[src/hw/rtl/dfmod_pkg.sv]
// ----------------------------------------------------------------------------
// dfmod_pkg: shared types and constants for the binary64 remainder block
// Holds the sequencer state type and the format constants.
// ----------------------------------------------------------------------------
package dfmod_pkg;

  localparam int unsigned ExpW  = 11;
  localparam int unsigned FracW = 52;
  localparam int unsigned SigW  = 53;

  localparam logic [ExpW-1:0]  ExpMax    = 11'h7ff;
  localparam logic [63:0]      CanonNan  = 64'h7ff8000000000000;
  localparam logic [63:0]      QuietBit  = 64'h0008000000000000;

  typedef enum logic [2:0] {
    ST_IDLE,
    ST_NORM_X,
    ST_NORM_Y,
    ST_REDUCE,
    ST_RENORM,
    ST_PACK
  } state_t;

endpackage

[src/hw/rtl/double_fmod_remainder.sv]
// ----------------------------------------------------------------------------
// double_fmod_remainder: exact IEEE-754 binary64 fmod
// Iterative shift-subtract remainder with a small sequencer.
// ----------------------------------------------------------------------------
// Pulse start while busy is low to present a request; one result appears on
// out_remainder_bits for a single cycle with out_valid high and must be taken
// then, since the receiver cannot stall the block. Special cases keep busy high
// through ST_PACK and while out_valid is high. Otherwise a request steps through
// ST_NORM_X and ST_NORM_Y (normalize shifts of x and y), ST_REDUCE (one step
// per unit of exponent difference), ST_RENORM (renormalize shifts) and ST_PACK;
// the reduction uses one 54-bit compare-subtract unit that handles one quotient
// bit per cycle, plus the same shifter used for normalizing.
module double_fmod_remainder
  import dfmod_pkg::*;
(
  input  logic        clk,
  input  logic        rst_n,
  input  logic        start,
  output logic        busy,
  input  logic [63:0] in_dividend_bits,
  input  logic [63:0] in_divisor_bits,
  output logic        out_valid,
  output logic [63:0] out_remainder_bits
);

  state_t state_r, state_nxt;
  logic [SigW:0]     r_r, r_nxt;     // 54 bits: shifted remainder
  logic [SigW-1:0]   my_r, my_nxt;
  logic signed [12:0] ex_r, ex_nxt, ey_r, ey_nxt;
  logic              sign_r, sign_nxt;
  logic              out_valid_r, out_valid_nxt;
  logic [63:0]       res_r, res_nxt;

  logic              x_nan, y_nan, x_inf, y_zero, y_inf, ax_lt, ax_eq;
  logic [10:0]       exi, eyi;
  logic [SigW:0]     sub;
  logic              ge;
  logic signed [12:0] sh;
  logic [SigW:0]     den;
  logic              accept;

  // A request is taken only while the block is idle and no result is showing.
  assign accept = start && !busy;

  assign exi    = in_dividend_bits[62:52];
  assign eyi    = in_divisor_bits[62:52];
  assign x_nan  = (exi == ExpMax) && (in_dividend_bits[51:0] != '0);
  assign y_nan  = (eyi == ExpMax) && (in_divisor_bits[51:0] != '0);
  assign x_inf  = (exi == ExpMax);
  assign y_zero = (in_divisor_bits[62:0] == '0);
  assign y_inf  = (eyi == ExpMax);
  assign ax_lt  = in_dividend_bits[62:0] < in_divisor_bits[62:0];
  assign ax_eq  = in_dividend_bits[62:0] == in_divisor_bits[62:0];

  // The shared compare-subtract unit.
  assign den = {1'b0, my_r};
  assign ge  = (r_r >= den);
  assign sub = r_r - den;
  assign sh  = 13'sd1 - ey_r;

  always_comb begin
    state_nxt = state_r;
    case (state_r)
      ST_IDLE: begin
        if (accept) begin
          if (x_nan || y_nan || x_inf || y_zero || y_inf || ax_lt || ax_eq) begin
            state_nxt = ST_PACK;
          end else begin
            state_nxt = ST_NORM_X;
          end
        end
      end
      ST_NORM_X: if (r_r[FracW]) state_nxt = ST_NORM_Y;
      ST_NORM_Y: if (my_r[FracW]) state_nxt = ST_REDUCE;
      ST_REDUCE: if (ex_r == ey_r) state_nxt = ST_RENORM;
      ST_RENORM: if (r_r == '0 || r_r[FracW]) state_nxt = ST_PACK;
      ST_PACK:   state_nxt = ST_IDLE;
      default:   state_nxt = ST_IDLE;
    endcase
  end

  always_comb begin
    r_nxt = r_r; my_nxt = my_r; ex_nxt = ex_r; ey_nxt = ey_r;
    sign_nxt = sign_r; res_nxt = res_r; out_valid_nxt = 1'b0;
    case (state_r)
      ST_IDLE: begin
        if (accept) begin
          sign_nxt = in_dividend_bits[63];
          r_nxt  = {2'b00, in_dividend_bits[51:0]};
          my_nxt = {1'b0, in_divisor_bits[51:0]};
          ex_nxt = (exi == '0) ? 13'sd1 : $signed({2'b00, exi});
          ey_nxt = (eyi == '0) ? 13'sd1 : $signed({2'b00, eyi});
          if (exi != '0) r_nxt[FracW] = 1'b1;
          if (eyi != '0) my_nxt[FracW] = 1'b1;
          if (x_nan)              res_nxt = in_dividend_bits | QuietBit;
          else if (y_nan)         res_nxt = in_divisor_bits | QuietBit;
          else if (x_inf || y_zero) res_nxt = CanonNan;
          else if (y_inf || ax_lt)  res_nxt = in_dividend_bits;
          else if (ax_eq)           res_nxt = {in_dividend_bits[63], 63'd0};
        end
      end
      ST_NORM_X: begin
        if (!r_r[FracW]) begin
          r_nxt = r_r << 1;
          ex_nxt = ex_r - 13'sd1;
        end
      end
      ST_NORM_Y: begin
        if (!my_r[FracW]) begin
          my_nxt = my_r << 1;
          ey_nxt = ey_r - 13'sd1;
        end
      end
      ST_REDUCE: begin
        // Subtract, then shift in the next quotient bit unless finished.
        if (ex_r == ey_r) begin
          r_nxt = ge ? sub : r_r;
        end else begin
          r_nxt = (ge ? sub : r_r) << 1;
          ex_nxt = ex_r - 13'sd1;
        end
      end
      ST_RENORM: begin
        if (r_r != '0 && !r_r[FracW]) begin
          r_nxt = r_r << 1;
          ey_nxt = ey_r - 13'sd1;
        end
      end
      ST_PACK: begin
        out_valid_nxt = 1'b1;
      end
      default: ;
    endcase
  end

  logic [63:0] packed_res;
  logic [SigW:0] sub_shift;
  always_comb begin
    sub_shift = r_r >> sh[5:0];
    if (r_r == '0) begin
      packed_res = {sign_r, 63'd0};
    end else if (ey_r <= 13'sd0) begin
      packed_res = (sh >= 13'sd64) ? {sign_r, 63'd0} : {sign_r, 9'd0, sub_shift};
    end else begin
      packed_res = {sign_r, ey_r[10:0], r_r[FracW-1:0]};
    end
  end

  logic arith_r;
  always_ff @(posedge clk) begin
    if (!rst_n) begin
      state_r     <= ST_IDLE;
      out_valid_r <= 1'b0;
      arith_r     <= 1'b0;
    end else begin
      state_r     <= state_nxt;
      out_valid_r <= out_valid_nxt;
      if (state_r == ST_IDLE && accept) arith_r <= (state_nxt == ST_NORM_X);
    end
    r_r    <= r_nxt;
    my_r   <= my_nxt;
    ex_r   <= ex_nxt;
    ey_r   <= ey_nxt;
    sign_r <= sign_nxt;
    if (state_r == ST_PACK && arith_r) res_r <= packed_res;
    else res_r <= res_nxt;
  end

  assign busy               = (state_r != ST_IDLE) || out_valid_r;
  assign out_valid          = out_valid_r;
  assign out_remainder_bits = res_r;

`ifndef SYNTHESIS
  a_one_result: assert property (@(posedge clk) disable iff (!rst_n)
    state_r == ST_PACK |=> out_valid_r) else $error("missing result");
  a_no_early: assert property (@(posedge clk) disable iff (!rst_n)
    out_valid_r |-> $past(state_r) == ST_PACK) else $error("stray result");
  a_reduce_order: assert property (@(posedge clk) disable iff (!rst_n)
    state_r == ST_REDUCE |-> ex_r >= ey_r) else $error("exponent underrun");
`endif

endmodule
[config.mk]
export PLATFORM = sky130hd
export DESIGN_NAME = double_fmod_remainder
export DESIGN_NICKNAME = d
export VERILOG_FILES = /design/src/hw/rtl/dfmod_pkg.sv /design/src/hw/rtl/double_fmod_remainder.sv
export SDC_FILE = /design/constraint.sdc
export NUM_CORES = 1
export LEC_CHECK = 0
export ABC_AREA = 1
export BUFFER_PORTS_ARGS = -buffer_cell sky130_fd_sc_hd__buf_2
export CAP_MARGIN = 0
export CORE_ASPECT_RATIO = 0.6
export CORE_MARGIN = 2
export CORE_UTILIZATION = 30
export DETAILED_ROUTE_END_ITERATION = 7
export SKIP_CTS_REPAIR_TIMING = 1
export SLEW_MARGIN = 20
export SYNTH_ARGS = -nofsm -noshare
export SYNTH_HDL_FRONTEND = slang
export SYNTH_SLANG_ARGS = --single-unit
[constraint.sdc]
create_clock -name clk -period 8.4 [get_ports clk]
set_input_delay 0.84 -clock clk [delete_from_list [all_inputs] [get_ports clk]]
set_output_delay 0.84 -clock clk [all_outputs]
set_load 0.02 [all_outputs]
### Yosys cells after proc, flatten, opt, wreduce, memory -nomap -nowiden

Index checks and enable logic that the tools add are counted.

* $add $sub $neg: 4
* $lt $le $gt $ge: 4
* equal/unequal tests: 16
* shift operators: 1
* multiplexer cells: 40
* reduce and logical (&&, ||, !) cells: 45

Operators by type and width (number)
* two-way mux 64 bit: 8
* two-way mux 54 bit: 6
* one-hot mux 54 bit (4 select lines): 1
* two-way mux 63 bit: 2
* two-way mux 53 bit: 2
* one-hot mux 53 bit (2 select lines): 1
* nonzero test 52 bit: 2
* two-way mux 13 bit: 6
* one-hot mux 13 bit (3 select lines): 2
* equality test 63 bit: 1
* logical NOT 63 bit: 1
* less-than comparator 63 bit: 1
* greater-or-equal comparator 54 x 53 -> 1 bit: 1
* logical NOT 54 bit: 1
* nonzero test 54 bit: 1
* right shift 54 x 6 -> 54 bit: 1
* subtractor 54 x 53 -> 54 bit: 1
* subtractor 13 x 2 -> 13 bit, second input constant: 2
* equality test 11 bit, second input constant: 2
* logical NOT 11 bit: 2
* two-way mux 11 bit: 2
* nonzero test 11 bit: 2
* two-way mux 3 bit: 6
* one-hot mux 3 bit (5 select lines): 1
* other kinds (22): 55

* flip-flop bits (word level): 203
* input port bits: 131

### Logic depth before layout (Yosys ltp)

* depth in word-level cells: 12
* mapped depth: 20

### Least setup slack after synthesis

OpenSTA, ideal clock, no wires.

* kind: in2reg
* start point: input start
* end point: register r_r[53], enable pin
* data arrival time: 5.262 ns
* slack: 2.832 ns
* stages: 6
* path buffers: 0
* cells stage by stage: nand3_1 nand2_1 inv_1 nor3_1 o21ai_0 inv_1

* word-level cells in the longest chain between the ends: 3

Ends and longest elaborated chain
* start, declared: line double_fmod_remainder.sv:18 `input logic start,`
* logical AND 1 bit: line double_fmod_remainder.sv:43 `assign accept = start && !busy;`
* != test 2 bit (no line)
* AND reduction 5 bit (no line)
* end signal, assigned: line double_fmod_remainder.sv:160 `r_r <= r_nxt;`
* end, declared: line double_fmod_remainder.sv:27 `logic [SigW:0] r_r, r_nxt;`

No other way between the ends.
A chain may end at the register's enable or synchronous reset.

### Worst setup path in the final report

* start point: input in_divisor_bits[51]
* end point: register res_r[23] (netlist: out_remainder_bits[23]), enable pin

* word-level cells in the longest chain between the ends: 4
* elaborated cells on any way between the ends: 9
* those cells by class: order compare: 1; eq/ne: 1; reduce/logical: 7

Ends and longest elaborated chain
* start, declared: line double_fmod_remainder.sv:21 `input logic [63:0] in_divisor_bits,`
* less-than comparator 63 bit (tied with other cells): line double_fmod_remainder.sv:52 `assign ax_lt = in_dividend_bits[62:0] < in_divisor_bits[62:0];`
* logical OR 1 bit (tied with other cells): line double_fmod_remainder.sv:98 `else if (y_inf || ax_lt) res_nxt = in_dividend_bits;`
* nonzero test 6 bit (no line) *
* AND reduction 3 bit (no line) *
* end signal, assigned: line double_fmod_remainder.sv:165 `if (state_r == ST_PACK && arith_r) res_r <= packed_res;`
* end signal, assigned: line double_fmod_remainder.sv:166 `else res_r <= res_nxt;`
* end, declared: line double_fmod_remainder.sv:32 `logic [63:0] res_r, res_nxt;`

Every way passes the cells marked *; elsewhere a longest branch is shown, timed or not.

==> impl_results.md <==
* Iter 0 DRT Violations at 4198
* Die area at 75100 sq um
* Largest net degree at the start of global routing at 65
* IO Pins at 197
* RSZ-0062 raised after global routing: false
* Setup_tns at 0 ps
* Commonest non-fill, non-tap cell in the layout: nand2_1
* Hold depth at 1
* Row count at 76
* Clock Latency Late Sink at 610 ps
* Syn. warnings at 0
* CTS tree: done
* Cell variety after synth at 47
* Most used DFF post-synth: edfxtp_1
* FFs w/ async S/R, synth at 0
* Clock skew at 35.9 ps
* Layout cells sized above 1 at 0.0940
* Total global routing overflow at 0
* Core ar. at 72000 sq um
* Drt total wl at 117000 microns
* Initial antenna violation count at 4
* Post-Synthesis Cell Area at 21900 sq um
* Number of global-route vias before repair at 22496
* Worst-path maximum fanout at 64
* CTS Buffer Depth at 3
* Register Area at 6050 sq um
* RR Endpoint: r_r[40]$_DFFE_PP_
* Num CTS Buffers at 23
* Final ANT Viol Nets at 0
* First-pass GRT wire length at 164000 microns
* Slew Limit Fails at 0
* IO Port Bufs at 196
* CP Launch Type: primary input
* Final Hold Fails at 0
* Fin crit period at 5410 ps
* H-tree Lvls at 1
* GRT Total Usage at 0.302
* Area growth syn-to-layout at 12.3%
* Chip Width at 353 microns
* Outcome: complete, but fails checks
* Endpoint type of the worst setup path: flip-flop
* EDFF count, synth at 198
* Slew @ Worst Pin at 1150 ps
* Syn_nets at 3725
* Die height at 213 microns
* Net count reported at finish at 3843
* Data required, critical path at 8500 ps
* R2r startpoint: r_r[15]$_DFFE_PP_
* DR pass1 iterations at 8
* TritonCTS Sinks at 203
* Final estimated routing congestion in global placement at 1.08
* Max-cap violations at 0
* Max-slew headroom at 0.225
* Hold crit path type: primary input to flip-flop
* Hold wc startpoint: in_dividend_bits[63]
* Flop-to-flop setup slack at 3620 ps
* Failing checks: DRC
* HPWL Detailed at 95100 microns
* Commonest cells after routing, fill and taps aside: 1025 x nand2_1, 499 x inv_1, 292 x nand3_1
* R2R cell count at 15
* Multi-input gate area at 13300 sq um
* Filler cells at 8080
* Root Buffer: clkbuf_16
* DR WL/cell at 25.5 microns
* Synth Register Bits at 203
* Synth Instances at 3473
* Max Fclk at 185 MHz
* Via density at 5.57
* Final worst-path cycle share at 0.644
* Clock Pin Slew Worst Setup and Hold Paths at 70 ps
* # setup viols final at 0
* Mean Syn Cell Area at 6.30 sq um
* WP data arrival at 5510 ps
* Vias post-DR at 25549
* Residual DRC at 16
* Worst setup path class: primary input to flip-flop
* Worst hold path endpoint: sign_r$_DFFE_PP_
* Sequential share of the synthesized area at 0.277
* Initial Utilization at 0.304
==> cell type report <==
type / instances / area share
multi-input cells: 2617 / 0.544
flip-flops and latches: 203 / 0.246
inverters: 513 / 0.0784
repair buffers: 233 / 0.0513
well taps: 975 / 0.0497
clock buffers: 24 / 0.0236
clock inverters: 18 / 0.00683
diodes: 1 / 0.000102
==> sequential cells by signal, indices dropped and copies added (netlist names) <==
name,cells
my_r,53
r_r,54
out_remainder_bits,64
out_valid,1
ex_r,13
state_r,3
arith_r,1
sign_r,1
ey_r,13
==> cells by family after synthesis <==
| logic type | synth area share |
|---|---|
| simple gates | 0.352 |
| buf+inv | 0.116 |
| compound gates | 0.147 |
| flops | 0.277 |
| fa+ha+maj | 0.0696 |
| mux | 0.0211 |
| xor+xnor | 0.0172 |
==> per-stage QoR <==
| step | cell area [sq um] | std cells | setup WS [ps] | util | hold WS (ps) |
|---|---|---|---|---|---|
| after CTS | 24500 | 4583 | 2980 | 0.341 | 434 |
| after floorplan | 21900 | 3473 | 2830 | - | 473 |
| after global placement | 23800 | 4541 | 2480 | 0.331 | 527 |
| after detailed placement | 23800 | 4541 | 2400 | 0.331 | 516 |
| final | 24500 | 4584 | 2990 | 0.341 | 453 |
| after global routing | 24500 | 4583 | 2800 | 0.341 | 438 |
==> cell usage after synthesis (all sizes together) (5+ instances only) <==
cell,instances,area [sq um]
nand2,1028,3860
inv,509,1910
nand3,295,1490
nor2,288,1100
o21ai,259,1300
a21oi,205,1040
edfxtp,198,5950
ha,120,1500
clkbuf,90,338
nand4,71,444
o22ai,71,444
buf,50,272
nor4,48,300
mux2i,46,460
or2,36,225
nor3,30,160
xnor2,27,236
o21bai,18,135
o211ai,16,120
xor2,15,139
nand3b,12,90.1
a31oi,10,62.6
dfxtp,5,100
==> layer usage <==
layer  track usage  wire [microns]
met1         0.463           53900
met2         0.362           39600
met3         0.153           20900
met4        0.0383            1750
met5        0.0400             698
==> critical path, cell delays in order <==
cell and delay [ps]:
buf_2 80, inv_1 170, ha_1 350, nand2_1 50, nor2_1 250, nand4_1 230
nor3_1 420, nand2_1 340, a21oi_1 620, nor2_1 200, a21oi_1 910, nand3_1 250
nand2_1 200, nand2_4 520
==> how the worst max path moves through the flow <==
stage	cells after the start	to	startpoint
after floorplan	6	r_r[53]$_DFFE_PP_	start
after global placement	14	out_remainder_bits[23]$_DFFE_PP_	in_divisor_bits[51]
after detailed placement	14	out_remainder_bits[36]$_DFFE_PP_	in_divisor_bits[51]
after CTS	14	out_remainder_bits[39]$_DFFE_PP_	in_divisor_bits[51]
after global routing	14	out_remainder_bits[23]$_DFFE_PP_	in_divisor_bits[51]
final	14	out_remainder_bits[23]$_DFFE_PP_	in_divisor_bits[51]
Power is left out: the tool's default activity adds up to more than one toggle a clock period on the data nets, which glitch-free logic cannot reach.
